<file path="config.mk">
export PLATFORM = sky130hd
export DESIGN_NAME = threshold_actuator_controller_top_flat
export DESIGN_NICKNAME = d
export VERILOG_FILES = /design/src/design/tac_pkg.sv /design/src/design/tac_in_if.sv /design/src/design/tac_out_if.sv /design/src/design/tac_cfg_if.sv /design/src/design/tac_front.sv /design/src/design/tac_queue.sv /design/src/design/tac_back.sv /design/src/design/threshold_actuator_controller_top.sv /design/src/flat_wrapper.sv
export SDC_FILE = /design/constraint.sdc
export NUM_CORES = 1
export LEC_CHECK = 0
export ABC_AREA = 1
export ABC_CLOCK_PERIOD_IN_PS = 5700
export BUFFER_PORTS_ARGS = -buffer_cell sky130_fd_sc_hd__buf_2
export CAP_MARGIN = 20
export CELL_PAD_IN_SITES_DETAIL_PLACEMENT = 0
export CELL_PAD_IN_SITES_GLOBAL_PLACEMENT = 1
export CORE_UTILIZATION = 47
export CTS_BUF_LIST = sky130_fd_sc_hd__clkbuf_8
export CTS_CLUSTER_DIAMETER = 30
export DETAILED_ROUTE_END_ITERATION = 8
export MAX_ROUTING_LAYER = met4
export PLACE_DENSITY = 0.86
export SLEW_MARGIN = 20
export SYNTH_ARGS = -nofsm -noshare
export SYNTH_HDL_FRONTEND = slang
export SYNTH_SLANG_ARGS = --single-unit
</file>
<file path="constraint.sdc">
create_clock -name clk -period 5.7 [get_ports clk]
set_input_delay 1.14 -clock clk [delete_from_list [all_inputs] [get_ports clk]]
set_output_delay 1.14 -clock clk [all_outputs]
set_load 0.01 [all_outputs]
</file>
<file path="src/design/tac_pkg.sv">
`timescale 1ns / 1ps
// ----------------------------------------------------------------------------
// tac_pkg
// Shared widths, codes, tables and types of the threshold actuator controller.
// ----------------------------------------------------------------------------
package tac_pkg;

	localparam int SENSOR_BITS = 16;
	localparam int NUM_REGS    = 8;
	localparam int REG_IDX_W   = $clog2(NUM_REGS);

	// Configuration register indexes.
	localparam logic [REG_IDX_W-1:0] REG_TEMP_HIGH     = 3'd0;
	localparam logic [REG_IDX_W-1:0] REG_TEMP_LOW      = 3'd1;
	localparam logic [REG_IDX_W-1:0] REG_HUMIDITY_HIGH = 3'd2;
	localparam logic [REG_IDX_W-1:0] REG_LIGHT         = 3'd3;
	localparam logic [REG_IDX_W-1:0] REG_SOIL          = 3'd4;
	localparam logic [REG_IDX_W-1:0] REG_WATER_HIGH    = 3'd5;
	localparam logic [REG_IDX_W-1:0] REG_AIR           = 3'd6;
	localparam logic [REG_IDX_W-1:0] REG_RAIN          = 3'd7;

	// Switch bit positions.
	localparam int SW_VENT1 = 0;
	localparam int SW_VENT2 = 1;
	localparam int SW_SKY   = 2;
	localparam int SW_IRR   = 3;
	localparam int SW_FLOOD = 4;
	localparam int SW_HEAT  = 5;
	localparam int SW_WARN  = 6;
	localparam int SW_BUZZ  = 7;

	// Voice command bytes.
	localparam logic [7:0] VC_VENT1_ON  = 8'h01;
	localparam logic [7:0] VC_VENT1_OFF = 8'h02;
	localparam logic [7:0] VC_VENT2_ON  = 8'h03;
	localparam logic [7:0] VC_VENT2_OFF = 8'h04;
	localparam logic [7:0] VC_IRR_ON    = 8'h05;
	localparam logic [7:0] VC_IRR_OFF   = 8'h06;
	localparam logic [7:0] VC_HEAT_ON   = 8'h07;
	localparam logic [7:0] VC_HEAT_OFF  = 8'h08;
	localparam logic [7:0] VC_WARN_ON   = 8'h09;
	localparam logic [7:0] VC_WARN_OFF  = 8'h10;
	localparam logic [7:0] VC_FLOOD_ON  = 8'h11;
	localparam logic [7:0] VC_FLOOD_OFF = 8'h12;
	localparam logic [7:0] VC_BUZZ_ON   = 8'h13;
	localparam logic [7:0] VC_BUZZ_OFF  = 8'h14;
	localparam logic [7:0] VC_SKY_ON    = 8'h15;
	localparam logic [7:0] VC_SKY_OFF   = 8'h16;

	// Candidate announcements of one tick, in emission order.
	localparam int NCAND   = 15;
	localparam int MAX_ANN = 9;
	localparam int CNT_W   = $clog2(MAX_ANN + 1);

	localparam logic [4:0] AN_VENT1_ON   = 5'h01;
	localparam logic [4:0] AN_HEAT_ON    = 5'h02;
	localparam logic [4:0] AN_TEMP_NORM  = 5'h0E;
	localparam logic [4:0] AN_VENT2_ON   = 5'h03;
	localparam logic [4:0] AN_VENT2_OFF  = 5'h10;
	localparam logic [4:0] AN_FLOOD_ON   = 5'h04;
	localparam logic [4:0] AN_FLOOD_OFF  = 5'h14;
	localparam logic [4:0] AN_IRR_ON     = 5'h05;
	localparam logic [4:0] AN_SOIL_WET   = 5'h14;
	localparam logic [4:0] AN_WATER_HIGH = 5'h06;
	localparam logic [4:0] AN_BUZZ_ON    = 5'h07;
	localparam logic [4:0] AN_BUZZ_OFF   = 5'h1A;
	localparam logic [4:0] AN_SKY_ON     = 5'h08;
	localparam logic [4:0] AN_SKY_OFF    = 5'h1C;
	localparam logic [4:0] AN_WARN_OFF   = 5'h18;

	localparam logic [4:0] AUTO_CODE [NCAND] = '{
		AN_VENT1_ON, AN_HEAT_ON, AN_TEMP_NORM, AN_VENT2_ON, AN_VENT2_OFF,
		AN_FLOOD_ON, AN_FLOOD_OFF, AN_IRR_ON, AN_SOIL_WET, AN_WATER_HIGH,
		AN_BUZZ_ON, AN_BUZZ_OFF, AN_SKY_ON, AN_SKY_OFF, AN_WARN_OFF
	};

	// Manual mode: per switch bit, the code for turning on and for turning off.
	localparam logic [4:0] MAN_ON_CODE [8] = '{
		5'h0D, 5'h0F, 5'h1B, 5'h11, 5'h13, 5'h15, 5'h17, 5'h19
	};
	localparam logic [4:0] MAN_OFF_CODE [8] = '{
		5'h0E, 5'h10, 5'h1C, 5'h12, 5'h14, 5'h16, 5'h18, 5'h1A
	};

	localparam int QDEPTH = 2;
	localparam int QPTR_W = $clog2(QDEPTH);
	localparam int QCNT_W = $clog2(QDEPTH + 1);

	// Everything the back end needs to play out one tick.
	typedef struct packed {
		logic [NCAND-1:0]       mask;
		logic [NCAND-1:0][4:0]  code;
		logic [NCAND-1:0][7:0]  spoken;
		logic [7:0]             fin_spoken;
		logic [7:0]             switches;
	} tac_rec_t;

	typedef struct packed {
		logic full;
		logic empty;
	} tac_qstat_t;

endpackage

</file>
<file path="src/design/tac_in_if.sv">
`timescale 1ns / 1ps
// ----------------------------------------------------------------------------
// tac_in_if
// Control tick channel: sensor samples, mode, voice command and panel write.
// ----------------------------------------------------------------------------
interface tac_in_if;
	logic                            valid;
	logic                            ready;
	logic [tac_pkg::SENSOR_BITS-1:0] temperature;
	logic [tac_pkg::SENSOR_BITS-1:0] humidity;
	logic [tac_pkg::SENSOR_BITS-1:0] illuminance;
	logic [tac_pkg::SENSOR_BITS-1:0] soil_wetness;
	logic [tac_pkg::SENSOR_BITS-1:0] tank_level;
	logic [tac_pkg::SENSOR_BITS-1:0] air_index;
	logic [tac_pkg::SENSOR_BITS-1:0] raindrop;
	logic                            auto_mode;
	logic [7:0]                      voice_command;
	logic                            panel_write;
	logic [7:0]                      panel_switches;

	modport source (
		output valid, temperature, humidity, illuminance, soil_wetness, tank_level,
		output air_index, raindrop, auto_mode, voice_command, panel_write,
		output panel_switches,
		input  ready
	);
	modport sink (
		input  valid, temperature, humidity, illuminance, soil_wetness, tank_level,
		input  air_index, raindrop, auto_mode, voice_command, panel_write,
		input  panel_switches,
		output ready
	);
endinterface

</file>
<file path="src/design/tac_out_if.sv">
`timescale 1ns / 1ps
// ----------------------------------------------------------------------------
// tac_out_if
// Result channel: announcements and the closing status item of each tick.
// ----------------------------------------------------------------------------
interface tac_out_if;
	logic       valid;
	logic       ready;
	logic [4:0] voice_code;
	logic [7:0] spoken_value;
	logic [7:0] switches;
	logic       is_announcement;
	logic       is_last;

	modport source (
		output valid, voice_code, spoken_value, switches, is_announcement, is_last,
		input  ready
	);
	modport sink (
		input  valid, voice_code, spoken_value, switches, is_announcement, is_last,
		output ready
	);
endinterface

</file>
<file path="src/design/tac_cfg_if.sv">
`timescale 1ns / 1ps
// ----------------------------------------------------------------------------
// tac_cfg_if
// Threshold register write channel.
// ----------------------------------------------------------------------------
interface tac_cfg_if;
	logic                            valid;
	logic                            ready;
	logic [tac_pkg::REG_IDX_W-1:0]   index;
	logic [tac_pkg::SENSOR_BITS-1:0] data;

	modport source (output valid, index, data, input ready);
	modport sink (input valid, index, data, output ready);
endinterface

</file>
<file path="src/design/tac_front.sv">
`timescale 1ns / 1ps
// ----------------------------------------------------------------------------
// tac_front
// Accepts ticks, holds thresholds and switch state, and builds the tick record.
// ----------------------------------------------------------------------------
module tac_front (
	input  logic                clk,
	input  logic                arst_n,
	tac_in_if.sink              in_ch,
	tac_cfg_if.sink             cfg_ch,
	input  tac_pkg::tac_qstat_t qstat,
	output logic                push,
	output tac_pkg::tac_rec_t   rec
);

	logic [tac_pkg::SENSOR_BITS-1:0] temp_high_q, temp_low_q, humidity_high_q, light_q;
	logic [tac_pkg::SENSOR_BITS-1:0] soil_q, water_high_q, air_q, rain_q;
	logic [7:0] sw_q;
	logic [7:0] spk_q;

	logic [7:0] base, vset, vclr, d_voice;
	logic [13:0] fire;
	logic [7:0] asets, aclrs, d_rules, d_auto, d_next;
	logic warn_off;
	logic [7:0] sp0, sp1, sp3, sp5, spk_next;
	logic [7:0] t_lo, h_lo, li_lo;

	assign cfg_ch.ready = 1'b1;
	assign in_ch.ready  = !qstat.full;
	assign push         = in_ch.valid && !qstat.full;

	always_ff @(posedge clk or negedge arst_n) begin
		if (!arst_n) begin
			temp_high_q     <= '0;
			temp_low_q      <= '0;
			humidity_high_q <= '0;
			light_q         <= '0;
			soil_q          <= '0;
			water_high_q    <= '0;
			air_q           <= '0;
			rain_q          <= '0;
		end else if (cfg_ch.valid) begin
			unique case (cfg_ch.index)
				tac_pkg::REG_TEMP_HIGH:     temp_high_q     <= cfg_ch.data;
				tac_pkg::REG_TEMP_LOW:      temp_low_q      <= cfg_ch.data;
				tac_pkg::REG_HUMIDITY_HIGH: humidity_high_q <= cfg_ch.data;
				tac_pkg::REG_LIGHT:         light_q         <= cfg_ch.data;
				tac_pkg::REG_SOIL:          soil_q          <= cfg_ch.data;
				tac_pkg::REG_WATER_HIGH:    water_high_q    <= cfg_ch.data;
				tac_pkg::REG_AIR:           air_q           <= cfg_ch.data;
				tac_pkg::REG_RAIN:          rain_q          <= cfg_ch.data;
				default:                    temp_high_q     <= temp_high_q;
			endcase
		end
	end

	// Voice decode into one set or clear bit.
	always_comb begin
		vset = '0;
		vclr = '0;
		unique case (in_ch.voice_command)
			tac_pkg::VC_VENT1_ON:  vset[tac_pkg::SW_VENT1] = 1'b1;
			tac_pkg::VC_VENT1_OFF: vclr[tac_pkg::SW_VENT1] = 1'b1;
			tac_pkg::VC_VENT2_ON:  vset[tac_pkg::SW_VENT2] = 1'b1;
			tac_pkg::VC_VENT2_OFF: vclr[tac_pkg::SW_VENT2] = 1'b1;
			tac_pkg::VC_IRR_ON:    vset[tac_pkg::SW_IRR]   = 1'b1;
			tac_pkg::VC_IRR_OFF:   vclr[tac_pkg::SW_IRR]   = 1'b1;
			tac_pkg::VC_HEAT_ON:   vset[tac_pkg::SW_HEAT]  = 1'b1;
			tac_pkg::VC_HEAT_OFF:  vclr[tac_pkg::SW_HEAT]  = 1'b1;
			tac_pkg::VC_WARN_ON:   vset[tac_pkg::SW_WARN]  = 1'b1;
			tac_pkg::VC_WARN_OFF:  vclr[tac_pkg::SW_WARN]  = 1'b1;
			tac_pkg::VC_FLOOD_ON:  vset[tac_pkg::SW_FLOOD] = 1'b1;
			tac_pkg::VC_FLOOD_OFF: vclr[tac_pkg::SW_FLOOD] = 1'b1;
			tac_pkg::VC_BUZZ_ON:   vset[tac_pkg::SW_BUZZ]  = 1'b1;
			tac_pkg::VC_BUZZ_OFF:  vclr[tac_pkg::SW_BUZZ]  = 1'b1;
			tac_pkg::VC_SKY_ON:    vset[tac_pkg::SW_SKY]   = 1'b1;
			tac_pkg::VC_SKY_OFF:   vclr[tac_pkg::SW_SKY]   = 1'b1;
			default: begin
				vset = '0;
				vclr = '0;
			end
		endcase
	end

	// Unless the panel writes new switches, the saved switches are the desired set at the start of a tick.
	assign base    = in_ch.panel_write ? in_ch.panel_switches : sw_q;
	assign d_voice = (base | vset) & ~vclr;

	always_comb begin
		fire[0]  = (in_ch.temperature > temp_high_q) && !sw_q[tac_pkg::SW_VENT1];
		fire[1]  = (in_ch.temperature < temp_low_q) && !sw_q[tac_pkg::SW_HEAT];
		fire[2]  = (in_ch.temperature < temp_high_q) && (in_ch.temperature > temp_low_q)
			&& (sw_q[tac_pkg::SW_HEAT] || sw_q[tac_pkg::SW_VENT1]);
		fire[3]  = (in_ch.humidity > humidity_high_q) && !sw_q[tac_pkg::SW_VENT2];
		fire[4]  = (in_ch.humidity < humidity_high_q) && sw_q[tac_pkg::SW_VENT2];
		fire[5]  = (in_ch.illuminance < light_q) && !sw_q[tac_pkg::SW_FLOOD];
		fire[6]  = (in_ch.illuminance > light_q) && sw_q[tac_pkg::SW_FLOOD];
		fire[7]  = (in_ch.soil_wetness < soil_q) && !sw_q[tac_pkg::SW_IRR];
		fire[8]  = (in_ch.soil_wetness > soil_q) && sw_q[tac_pkg::SW_IRR];
		fire[9]  = (in_ch.tank_level > water_high_q) && sw_q[tac_pkg::SW_IRR];
		fire[10] = (in_ch.air_index > air_q) && !sw_q[tac_pkg::SW_BUZZ];
		fire[11] = (in_ch.air_index < air_q) && sw_q[tac_pkg::SW_BUZZ];
		fire[12] = (in_ch.raindrop > rain_q) && !sw_q[tac_pkg::SW_SKY];
		fire[13] = (in_ch.raindrop < rain_q) && sw_q[tac_pkg::SW_SKY];
	end

	// No rule sets a bit that another rule of the same tick clears, so the rules
	// reduce to one set mask and one clear mask.
	always_comb begin
		asets = '0;
		aclrs = '0;
		asets[tac_pkg::SW_VENT1] = fire[0];
		asets[tac_pkg::SW_HEAT]  = fire[1];
		aclrs[tac_pkg::SW_VENT1] = fire[2];
		aclrs[tac_pkg::SW_HEAT]  = fire[2];
		asets[tac_pkg::SW_VENT2] = fire[3];
		aclrs[tac_pkg::SW_VENT2] = fire[4];
		asets[tac_pkg::SW_FLOOD] = fire[5];
		aclrs[tac_pkg::SW_FLOOD] = fire[6];
		asets[tac_pkg::SW_IRR]   = fire[7];
		aclrs[tac_pkg::SW_IRR]   = fire[8] || fire[9];
		asets[tac_pkg::SW_BUZZ]  = fire[10];
		aclrs[tac_pkg::SW_BUZZ]  = fire[11];
		asets[tac_pkg::SW_SKY]   = fire[12];
		aclrs[tac_pkg::SW_SKY]   = fire[13];
	end

	assign d_rules  = (d_voice | asets) & ~aclrs;
	assign warn_off = (d_rules & ~(8'(1) << tac_pkg::SW_WARN)) == 8'd0;
	assign d_auto   = warn_off ? (d_rules & ~(8'(1) << tac_pkg::SW_WARN))
		: (d_rules | (8'(1) << tac_pkg::SW_WARN));

	assign t_lo  = in_ch.temperature[7:0];
	assign h_lo  = in_ch.humidity[7:0];
	assign li_lo = in_ch.illuminance[7:0];

	// Spoken byte as each announcement sees it.
	assign sp0 = fire[0] ? t_lo : spk_q;
	assign sp1 = fire[1] ? t_lo : sp0;
	assign sp3 = fire[3] ? h_lo : sp1;
	assign sp5 = fire[5] ? li_lo : sp3;

	assign d_next   = in_ch.auto_mode ? d_auto : d_voice;
	assign spk_next = in_ch.auto_mode ? sp5 : spk_q;

	always_comb begin
		rec            = '0;
		rec.switches   = d_next;
		rec.fin_spoken = spk_next;
		if (in_ch.auto_mode) begin
			rec.mask = {warn_off, fire};
			for (int i = 0; i < tac_pkg::NCAND; i++) begin
				rec.code[i] = tac_pkg::AUTO_CODE[i];
				if (i == 0) begin
					rec.spoken[i] = sp0;
				end else if (i < 3) begin
					rec.spoken[i] = sp1;
				end else if (i < 5) begin
					rec.spoken[i] = sp3;
				end else begin
					rec.spoken[i] = sp5;
				end
			end
		end else begin
			rec.mask[7:0] = d_voice ^ sw_q;
			for (int i = 0; i < 8; i++) begin
				rec.code[i]   = d_voice[i] ? tac_pkg::MAN_ON_CODE[i] : tac_pkg::MAN_OFF_CODE[i];
				rec.spoken[i] = spk_q;
			end
		end
	end

	always_ff @(posedge clk or negedge arst_n) begin
		if (!arst_n) begin
			sw_q  <= '0;
			spk_q <= '0;
		end else if (push) begin
			sw_q  <= d_next;
			spk_q <= spk_next;
		end
	end

endmodule

</file>
<file path="src/design/tac_queue.sv">
`timescale 1ns / 1ps
// ----------------------------------------------------------------------------
// tac_queue
// Short queue of tick records between the front and the back end.
// ----------------------------------------------------------------------------
module tac_queue (
	input  logic                clk,
	input  logic                arst_n,
	input  logic                push,
	input  tac_pkg::tac_rec_t   wr_rec,
	input  logic                pop,
	output tac_pkg::tac_rec_t   head,
	output tac_pkg::tac_qstat_t qstat
);

	tac_pkg::tac_rec_t mem_q [tac_pkg::QDEPTH];
	logic [tac_pkg::QPTR_W-1:0] wr_ptr_q, rd_ptr_q;
	logic [tac_pkg::QCNT_W-1:0] count_q;

	assign qstat.full  = count_q == tac_pkg::QCNT_W'(tac_pkg::QDEPTH);
	assign qstat.empty = count_q == '0;
	assign head        = mem_q[rd_ptr_q];

	always_ff @(posedge clk) begin
		if (push) begin
			mem_q[wr_ptr_q] <= wr_rec;
		end
	end

	always_ff @(posedge clk or negedge arst_n) begin
		if (!arst_n) begin
			wr_ptr_q <= '0;
			rd_ptr_q <= '0;
			count_q  <= '0;
		end else begin
			if (push) begin
				wr_ptr_q <= wr_ptr_q + 1'b1;
			end
			if (pop) begin
				rd_ptr_q <= rd_ptr_q + 1'b1;
			end
			unique case ({push, pop})
				2'b10:   count_q <= count_q + 1'b1;
				2'b01:   count_q <= count_q - 1'b1;
				default: count_q <= count_q;
			endcase
		end
	end

endmodule

</file>
<file path="src/design/tac_back.sv">
`timescale 1ns / 1ps
// ----------------------------------------------------------------------------
// tac_back
// Plays the head record into the output register, one item per cycle if ready.
// ----------------------------------------------------------------------------
module tac_back (
	input  logic                clk,
	input  logic                arst_n,
	input  tac_pkg::tac_rec_t   head,
	input  tac_pkg::tac_qstat_t qstat,
	output logic                pop,
	tac_out_if.source           out_ch
);

	logic [tac_pkg::NCAND-1:0] rem_q;
	logic                      loaded_q;
	logic [tac_pkg::CNT_W-1:0] cnt_q;

	logic                      out_valid_q;
	logic [4:0]                code_q;
	logic [7:0]                spoken_q;
	logic [7:0]                switches_q;
	logic                      ann_q;
	logic                      last_q;

	logic [tac_pkg::NCAND-1:0] eff, low1;
	logic                      emit, has_ann;
	logic [4:0]                sel_code;
	logic [7:0]                sel_spoken;

	assign eff     = loaded_q ? rem_q : head.mask;
	assign low1    = eff & (~eff + 1'b1);
	assign has_ann = (eff != '0) && (cnt_q < tac_pkg::CNT_W'(tac_pkg::MAX_ANN));
	assign emit    = !qstat.empty && (!out_valid_q || out_ch.ready);
	assign pop     = emit && !has_ann;

	always_comb begin
		sel_code   = '0;
		sel_spoken = '0;
		for (int i = 0; i < tac_pkg::NCAND; i++) begin
			sel_code   = sel_code | (low1[i] ? head.code[i] : 5'd0);
			sel_spoken = sel_spoken | (low1[i] ? head.spoken[i] : 8'd0);
		end
	end

	always_ff @(posedge clk or negedge arst_n) begin
		if (!arst_n) begin
			rem_q       <= '0;
			loaded_q    <= 1'b0;
			cnt_q       <= '0;
			out_valid_q <= 1'b0;
		end else begin
			if (emit) begin
				out_valid_q <= 1'b1;
				if (has_ann) begin
					rem_q    <= eff & ~low1;
					loaded_q <= 1'b1;
					cnt_q    <= cnt_q + 1'b1;
				end else begin
					loaded_q <= 1'b0;
					cnt_q    <= '0;
				end
			end else if (out_ch.ready) begin
				out_valid_q <= 1'b0;
			end
		end
	end

	always_ff @(posedge clk) begin
		if (emit) begin
			code_q     <= has_ann ? sel_code : 5'd0;
			spoken_q   <= has_ann ? sel_spoken : head.fin_spoken;
			switches_q <= head.switches;
			ann_q      <= has_ann;
			last_q     <= !has_ann;
		end
	end

	assign out_ch.valid           = out_valid_q;
	assign out_ch.voice_code      = code_q;
	assign out_ch.spoken_value    = spoken_q;
	assign out_ch.switches        = switches_q;
	assign out_ch.is_announcement = ann_q;
	assign out_ch.is_last         = last_q;

endmodule

</file>
<file path="src/design/threshold_actuator_controller_top.sv">
`timescale 1ns / 1ps
// ----------------------------------------------------------------------------
// threshold_actuator_controller_top
// Threshold and voice driven switch controller for eight actuators.
//
//   Channel  Dir  Moves                                   Handshake
//   in_ch    in   one control tick (samples, mode, voice)  valid/ready
//   out_ch   out  announcements, then one status item     valid/ready
//   cfg_ch   in   threshold register write                valid/ready
//
// A tick's rules are worked out in the same cycle that the tick is taken.
// The back end sends one item per cycle while out_ch is ready; a tick with
// n announcements sends n + 1 items (1 to 10); the output stage sets the rate.
// Up to two ticks wait in the queue; ready on in_ch drops only when it is full.
// Reset clears the thresholds, the switch set, the spoken byte and the queue.
// ----------------------------------------------------------------------------
module threshold_actuator_controller_top (
	input  logic      clk,
	input  logic      arst_n,
	tac_in_if.sink    in_ch,
	tac_cfg_if.sink   cfg_ch,
	tac_out_if.source out_ch
);

	tac_pkg::tac_rec_t   wr_rec, head;
	tac_pkg::tac_qstat_t qstat;
	logic                push, pop;

	tac_front u_front (
		.clk    (clk),
		.arst_n (arst_n),
		.in_ch  (in_ch),
		.cfg_ch (cfg_ch),
		.qstat  (qstat),
		.push   (push),
		.rec    (wr_rec)
	);

	tac_queue u_queue (
		.clk    (clk),
		.arst_n (arst_n),
		.push   (push),
		.wr_rec (wr_rec),
		.pop    (pop),
		.head   (head),
		.qstat  (qstat)
	);

	tac_back u_back (
		.clk    (clk),
		.arst_n (arst_n),
		.head   (head),
		.qstat  (qstat),
		.pop    (pop),
		.out_ch (out_ch)
	);

	a_no_push_full: assert property (@(posedge clk) disable iff (!arst_n)
		push |-> !qstat.full)
		else $error("tick record written into a full queue");

	a_no_pop_empty: assert property (@(posedge clk) disable iff (!arst_n)
		pop |-> !qstat.empty)
		else $error("tick record retired from an empty queue");

	a_tick_queued: assert property (@(posedge clk) disable iff (!arst_n)
		(in_ch.valid && in_ch.ready) |=> !qstat.empty)
		else $error("accepted tick did not reach the queue");

	a_ann_code: assert property (@(posedge clk) disable iff (!arst_n)
		(out_ch.valid && out_ch.is_announcement) |-> (out_ch.voice_code != 5'd0 && !out_ch.is_last))
		else $error("announcement item carries no code or closes the tick");

endmodule
</file>
<file path="src/flat_wrapper.sv">
// flat-port wrapper written by rule: the top's interface ports become plain ports
module threshold_actuator_controller_top_flat 
  (clk, arst_n, in_ch_valid, in_ch_temperature, in_ch_humidity, in_ch_illuminance, in_ch_soil_wetness, in_ch_tank_level, in_ch_air_index, in_ch_raindrop, in_ch_auto_mode, in_ch_voice_command, in_ch_panel_write, in_ch_panel_switches, in_ch_ready, cfg_ch_valid, cfg_ch_index, cfg_ch_data, cfg_ch_ready, out_ch_valid, out_ch_voice_code, out_ch_spoken_value, out_ch_switches, out_ch_is_announcement, out_ch_is_last, out_ch_ready);
  tac_in_if in_ch_i ();
  tac_cfg_if cfg_ch_i ();
  tac_out_if out_ch_i ();
  input  logic clk;
  input  logic arst_n;
  input wire logic [$bits(in_ch_i.valid)-1:0] in_ch_valid;
  input wire logic [$bits(in_ch_i.temperature)-1:0] in_ch_temperature;
  input wire logic [$bits(in_ch_i.humidity)-1:0] in_ch_humidity;
  input wire logic [$bits(in_ch_i.illuminance)-1:0] in_ch_illuminance;
  input wire logic [$bits(in_ch_i.soil_wetness)-1:0] in_ch_soil_wetness;
  input wire logic [$bits(in_ch_i.tank_level)-1:0] in_ch_tank_level;
  input wire logic [$bits(in_ch_i.air_index)-1:0] in_ch_air_index;
  input wire logic [$bits(in_ch_i.raindrop)-1:0] in_ch_raindrop;
  input wire logic [$bits(in_ch_i.auto_mode)-1:0] in_ch_auto_mode;
  input wire logic [$bits(in_ch_i.voice_command)-1:0] in_ch_voice_command;
  input wire logic [$bits(in_ch_i.panel_write)-1:0] in_ch_panel_write;
  input wire logic [$bits(in_ch_i.panel_switches)-1:0] in_ch_panel_switches;
  output wire logic [$bits(in_ch_i.ready)-1:0] in_ch_ready;
  input wire logic [$bits(cfg_ch_i.valid)-1:0] cfg_ch_valid;
  input wire logic [$bits(cfg_ch_i.index)-1:0] cfg_ch_index;
  input wire logic [$bits(cfg_ch_i.data)-1:0] cfg_ch_data;
  output wire logic [$bits(cfg_ch_i.ready)-1:0] cfg_ch_ready;
  output wire logic [$bits(out_ch_i.valid)-1:0] out_ch_valid;
  output wire logic [$bits(out_ch_i.voice_code)-1:0] out_ch_voice_code;
  output wire logic [$bits(out_ch_i.spoken_value)-1:0] out_ch_spoken_value;
  output wire logic [$bits(out_ch_i.switches)-1:0] out_ch_switches;
  output wire logic [$bits(out_ch_i.is_announcement)-1:0] out_ch_is_announcement;
  output wire logic [$bits(out_ch_i.is_last)-1:0] out_ch_is_last;
  input wire logic [$bits(out_ch_i.ready)-1:0] out_ch_ready;
  assign in_ch_i.valid = in_ch_valid;
  assign in_ch_i.temperature = in_ch_temperature;
  assign in_ch_i.humidity = in_ch_humidity;
  assign in_ch_i.illuminance = in_ch_illuminance;
  assign in_ch_i.soil_wetness = in_ch_soil_wetness;
  assign in_ch_i.tank_level = in_ch_tank_level;
  assign in_ch_i.air_index = in_ch_air_index;
  assign in_ch_i.raindrop = in_ch_raindrop;
  assign in_ch_i.auto_mode = in_ch_auto_mode;
  assign in_ch_i.voice_command = in_ch_voice_command;
  assign in_ch_i.panel_write = in_ch_panel_write;
  assign in_ch_i.panel_switches = in_ch_panel_switches;
  assign in_ch_ready = in_ch_i.ready;
  assign cfg_ch_i.valid = cfg_ch_valid;
  assign cfg_ch_i.index = cfg_ch_index;
  assign cfg_ch_i.data = cfg_ch_data;
  assign cfg_ch_ready = cfg_ch_i.ready;
  assign out_ch_valid = out_ch_i.valid;
  assign out_ch_voice_code = out_ch_i.voice_code;
  assign out_ch_spoken_value = out_ch_i.spoken_value;
  assign out_ch_switches = out_ch_i.switches;
  assign out_ch_is_announcement = out_ch_i.is_announcement;
  assign out_ch_is_last = out_ch_i.is_last;
  assign out_ch_i.ready = out_ch_ready;
  threshold_actuator_controller_top u_core (.clk(clk), .arst_n(arst_n), .in_ch(in_ch_i), .cfg_ch(cfg_ch_i), .out_ch(out_ch_i));
endmodule
</file>
==> results_dict.tcl, run 1 <==
set metrics [dict create \
    design.final.nets 2585 \
    netlist_top_cells_count "nand2_1 (638), inv_1 (268), edfxtp_1 (191)" \
    vdd_ir_drop_max_v 0.000333 \
    rrSetupSlack_ns 2.19 \
    tritoncts.num_buffers 83 \
    drt_iter0_drc 1039 \
    setup_ws_ns 2.19 \
    min_path_type "reg -> reg" \
    yosys.cell_types.count 57 \
    dr_total_vias 15000 \
    cts.path.max_buffers 3 \
    yosys_warnings 0 \
    period_share 0.615 \
    fillCellCount 3486 \
    worst-endpoint-required_ns 6.06 \
    max_freq_ghz 0.285 \
    finClkSkew_ns 0.0238 \
    max-slew-margin-rel 0.346 \
    max-cap-violations 0 \
    grt_start_max_net_pins 95 \
    wire_per_inst_um 17.4 \
    syn-mean-instance-area_sq_um 8.99 \
    run_status "complete, no violations" \
    netlist_instances 2081 \
    synth_seq_cells 359 \
    final.setup.tns_ns 0 \
    worst_setup_path_start_kind "flip-flop" \
    worstRegToRegCells 15 \
    floorplan.initialDensity 0.481 \
    worst_path_max_stage_delay_ns 0.48 \
    top_count_cell_post_synth "nand2_1" \
    chipHeight_um 202 \
    synth_top_cells_by_area "edfxtp_1 (31%), dfrtp_1 (22%), nand2_1 (13%)" \
    synth_fp_nets 2366 \
    min_to "u_core.u_front.light_q[3]" \
    dp_wirelength_um 36500 \
    worst-setup-path-type "reg -> reg" \
    antenna_found_initial 6 \
    crit_buf_inv 3 \
    globalRouteTotalUtil 0.261 \
    grt_pass1_wl_um 79600 \
    rr_startpoint "u_core.u_queue.rd_ptr_q" \
    clockRootBuffer "clkbuf_8" \
    area_delta_synth_final_pct 18.2 \
    finalHoldViolations 0 \
    path_cells "buf_4, buf_4, nor2_1, nor2_1, o21ai_2, nand2_4, nor2_8, nand2_2, nor2_4, nand2_1, inv_1, nor3_1, nand2_2, o211ai_1, nand2_1" \
    design.portCount 180 \
    place_congestion 0.938 \
    clk_pin_slew_ns 0.05 \
    drt-total-wl_um 50300 \
    drcViolationCount 0 \
    power_leakage_nw 10.6 \
    share_of_final_layout_standard_cells_stronger_than_drive_strength_1 0.173 \
    synth_top_cell_area_share 0.306 \
    globalRouteOverflowTotal 0 \
    row_count 72 \
    numPortBuffers 178 \
    post_drt_via_cell_ratio 5.17 \
    grt_setup_unrepaired "false" \
    postSynth.asyncResetShare 0.468 \
    first_global_vias 14800 \
    reg2reg_to "u_core.u_back.out_ch.spoken_value[5]" \
    tightest_slew_ns 0.980 \
    whs_path_depth 2 \
    drt_first_pass_iters 5 \
    clock_insertion_delay_worst_skew_ns 0.65 \
    worst_slack_at_placement_ns 2.02 \
    timing.hold.ws_ns 0.482 \
    synth_flop_cell "edfxtp_1" \
    critical_path_arrival_ns 3.86 \
    post-cts-setup-buffer-count 0 \
    min_from "u_core.u_front.light_q[3]" \
    core_sq_um 38900 \
    cts_tree "yes" \
    final_antenna_net_count 0 \
    final-setup-viol-count 0 \
    cp_slowest_cell "buf_4" \
    timing.final.max_slew_violations 0 \
    synth_edf_count 191 \
    post_cts_resize_count 0 \
    pwr_density_cell_nw_per_um2 509 \
    synth_top_cell_by_area "edfxtp_1" \
    synth.yosys.seq_area_share 0.531 \
    path_delay_family "simple AND/OR/NAND/NOR gates" \
    cts-htree-levels 3 \
    clkSinkCount 359 \
    die_w_um 202 \
    fin_crit_ns 3.51 \
    cp-end-kind "flip-flop" \
    die_area_sq_um 40600 \
    cts_hold_repair.buffers 0 \
    critical_path.max_fanout 47 \
    mappedNetlistArea_sq_um 18700 \
]
tightest hold or removal path: stages (launching register included):
cell and delay [ns]:
dfrtp_1 0.34, nand2_1 0.05, o21ai_0 0.05
sequential cells by signal (all words and copies together) (netlist names), 2 cells and up:
register	cells
u_core.u_queue.mem_q	168
u_core.u_front.air_q	16
u_core.u_front.humidity_high_q	16
u_core.u_front.light_q	16
u_core.u_front.rain_q	16
u_core.u_front.soil_q	16
u_core.u_front.temp_high_q	16
u_core.u_front.temp_low_q	16
u_core.u_front.water_high_q	16
u_core.u_back.rem_q	14
u_core.u_back.out_ch.spoken_value	8
u_core.u_back.out_ch.switches	8
u_core.u_front.spk_q	8
u_core.u_front.sw_q	8
u_core.u_back.out_ch.voice_code	5
u_core.u_back.cnt_q	4
u_core.u_queue.count_q	2
logic make-up (layout without fill, tap and decap cells):
logic type / count (synthesis) / after routing / share of synthesized area
flip-flops: 359 / 359 / 0.531
other: 1 / 7 / 0.000200
adder cells (fa/ha/maj): 131 / 131 / 0.0876
XOR/XNOR: 5 / 5 / 0.00234
buffers and inverters: 334 / 621 / 0.0699
AND/OR/NAND/NOR: 896 / 896 / 0.201
AO/OA/AOI/OAI: 354 / 354 / 0.107
multiplexers: 1 / 1 / 0.000535
metrics by stage:
step / cells / instance area, sq um / util / total power [mW]
final: 2892 / 22100 / 0.569 / 11.3
after global routing: 2892 / 22100 / 0.569 / 12.0
after CTS: 2886 / 22100 / 0.568 / 11.3
after detailed placement: 2733 / 20100 / 0.518 / 7.87
after global placement: 2732 / 20100 / 0.517 / 7.76
after floorplan: 2081 / 18700 / - / 6.71
how the worst max path moves through the flow:
stage | from | end | slack, ns | depth (start not counted)
floorplan | in_ch_valid | u_core.u_queue.mem_q[0][0] | 0.13 | 3
global placement | in_ch_temperature[11] | u_core.u_queue.mem_q[0][72] | 2.11 | 18
detailed placement | in_ch_temperature[11] | u_core.u_front.spk_q[4] | 2.02 | 19
CTS | u_core.u_queue.rd_ptr_q | u_core.u_back.out_ch.spoken_value[5] | 2.12 | 15
global route | u_core.u_queue.rd_ptr_q | u_core.u_back.out_ch.spoken_value[0] | 1.85 | 15
finish | u_core.u_queue.rd_ptr_q | u_core.u_back.out_ch.spoken_value[5] | 2.19 | 15
power breakdown:
part           switching (mW)  internal (mW)
sequential              0.289           3.75
clock                    1.29           2.14
combinational            2.62           1.18
total                    4.20           7.06
final cells by class:
cell class | instances | area, sq um | share of cell area
antenna | 6 | 15.0 | 0.000679
clock buffer | 94 | 1290 | 0.0585
clock inverter | 59 | 676 | 0.0305
inverter | 277 | 1040 | 0.0471
multi-input combinational | 1388 | 7490 | 0.339
sequential | 359 | 9940 | 0.449
tap | 518 | 648 | 0.0293
timing repair buffer | 191 | 1010 | 0.0459
cell usage in the layout (no fill, tap or decap), drive strengths merged, types with 62 or more instances in the layout:
cell / n
nor2: 109
edfxtp: 191
a21oi: 98
clkbuf: 94
nand3: 62
buf: 191
ha: 131
o21ai: 195
inv: 292
dfrtp: 168
nand2: 645
metal layers:
layer  vias to the layer above  wire [um]  track usage
li1                       7335          -            -
met1                      7070      22100        0.330
met2                       461      23900        0.423
met3                        92       3010       0.0489
met4                         0       1270       0.0869
met5                         -          0            -
Power figures use the tool's default switching activity.
==> run 2, diff against run 1 <==
- ABC_CLOCK_PERIOD_IN_PS: 5700 -> 3200
- CORE_UTILIZATION: 47 -> 43
- PLACE_DENSITY: 0.86 -> 0.83
- clock period: 5.7 -> 3.2 ns (I/O delays scaled with it)
==> run 2 against run 1 <==
Net effect:
- via count increased by 0.92%
- first-iteration DRC count fell by 3.9%
- critical path depth down 3
- total power rose by 82%
- worst hold slack got worse by 0.30 ns
- largest power group unchanged
- register-to-register slack lost 1.8 ns
- combinational power increased by 87%
- utilization fell by 4.5 points
- wire length increased by 2.1%
- count of clock-buffer cells in the layout down 4
- clock power rose by 80%
- global-route usage decreased by 1.7 points
==> results_dict.tcl, run 2 (synthesis results as in run 1) <==
set metrics [dict create \
    critical_path.max_fanout 20 \
    period_share 0.889 \
    clock_insertion_delay_worst_skew_ns 0.65 \
    area_delta_synth_final_pct 20.3 \
    share_of_final_layout_standard_cells_stronger_than_drive_strength_1 0.184 \
    finalCoreUtilization 0.524 \
    globalRouteOverflowTotal 0 \
    clk_pin_slew_ns 0.06 \
    globalRouteTotalUtil 0.244 \
    power_leakage_nw 10.8 \
    cts-htree-levels 3 \
    floorplan.initialDensity 0.435 \
    largest-register "u_core.u_queue.mem_q" \
    clockRootBuffer "clkbuf_8" \
    cp-end-kind "flip-flop" \
    timing.final.max_slew_violations 0 \
    min_path_type "in -> reg" \
    dp_wirelength_um 37900 \
    placed_cells 2831 \
    wire_per_inst_um 17.1 \
    rrSetupSlack_ns 0.36 \
    design.portCount 180 \
    fin_crit_ns 2.84 \
    finalHoldViolations 0 \
    most-common-layout-cells "nand2_1 (638), inv_1 (276), edfxtp_1 (191)" \
    drt_first_pass_iters 5 \
    max-cap-violations 0 \
    worst_setup_path_startpoint "u_core.u_back.loaded_q" \
    design.final.nets 2619 \
    max-slew-margin-rel 0.338 \
    worstRegToRegCells 12 \
    dr_total_vias 15100 \
    post_dp_cell_area_sq_um 20500 \
    place_congestion 0.949 \
    timing.hold.ws_ns 0.185 \
    numPortBuffers 178 \
    worst_slack_at_placement_ns 0.216 \
    pwr_density_cell_nw_per_um2 910 \
    first_global_vias 15000 \
    design_area_sq_um 22500 \
    final.setup.tns_ns 0 \
    instances_no_fill 2998 \
    worst_setup_path_start_kind "flip-flop" \
    setup_ws_ns 0.356 \
    finClkSkew_ns 0.0355 \
    vdd_ir_drop_max_v 0.000424 \
    tritoncts.num_buffers 85 \
    max_freq_ghz 0.352 \
    drt_iter0_drc 998 \
    die_area_sq_um 44400 \
    critical_path.endpoint "u_core.u_queue.count_q[1]" \
    core_sq_um 43000 \
    row_count 76 \
    cts.path.max_buffers 3 \
    power_mw 20.5 \
    worst-setup-path-type "reg -> reg" \
    die_w_um 211 \
    rr_startpoint "u_core.u_back.loaded_q" \
    mostFrequentLayoutCell "nand2_1" \
    post_drt_via_cell_ratio 5.04 \
    drcViolationCount 0 \
    drt-total-wl_um 51400 \
    worst-endpoint-required_ns 3.73 \
    cts_tree "yes" \
    final-setup-viol-count 0 \
    clkSinkCount 359 \
    grt_start_max_net_pins 59 \
    grt_setup_unrepaired "false" \
    final_antenna_net_count 0 \
    run_status "complete, no violations" \
    grt_pass1_wl_um 80900 \
    antenna_found_initial 6 \
    largest_register_ffs 168 \
    reg2reg_to "u_core.u_queue.count_q[1]" \
    critical_path_arrival_ns 3.37 \
    chipHeight_um 211 \
    tightest_slew_ns 0.991 \
]
## run 2: changes by cell type in the layout (fill, tap and decap cells not counted), moves of 3 or more
cell and delta:
buf_4 +28, buf_12 +4, clkbuf_8 -4, inv_6 +3
clkinv_1 +5, clkinv_2 +5
## run 2: worst max-delay path: stages, from the launching register on
cell and delay [ns]:
dfrtp_1 0.41, inv_2 0.39, nand3_1 0.25, o21ai_2 0.16
nand4_1 0.22, nor3_2 0.20, nand3b_1 0.11, and2_4 0.18
nor2_4 0.13, ha_1 0.27, a21oi_1 0.11, o21ai_0 0.11
xor2_1 0.15
## run 2: timing repair
action | in CTS | in global routing
gates resized for setup | 0 | 0
hold buffers | 1 | 0
setup buffers | 0 | 0
hold endpoints to repair | 5 | 0
## run 2: worst min-delay path by stage
stage               cells after the start  slack, ns                       startpoint                              end
floorplan                               0       0.34                           arst_n           u_core.u_back.cnt_q[0]
global placement                        2       0.47  u_core.u_front.water_high_q[15]  u_core.u_front.water_high_q[15]
detailed placement                      2       0.47    u_core.u_front.temp_high_q[1]    u_core.u_front.temp_high_q[1]
CTS                                     2       0.15                     out_ch_ready       u_core.u_back.out_ch.valid
global route                            2       0.17                     out_ch_ready       u_core.u_back.out_ch.valid
finish                                  2       0.18                     out_ch_ready       u_core.u_back.out_ch.valid
## run 2: final cells by class
cell class	instances	area, sq um
well taps	585	732
clock buffers	90	1240
flip-flops and latches	359	9940
clock inverters	70	752
repair buffers	223	1300
multi-input cells	1388	7490
fillers	4098	20500
inverters	277	1040
diodes	6	15.0
## run 2: per-layer routing
layer / part of all wire / track usage
met1: 0.45 / 0.316
met2: 0.46 / 0.381
met3: 0.060 / 0.0468
met5: 0 / -
met4: 0.031 / 0.0927
## run 2: power breakdown
group          internal, mW  switching (mW)  total, mW
registers              6.67           0.526       7.20
logic                  2.34            4.77       7.11
clock network          3.82            2.35       6.17
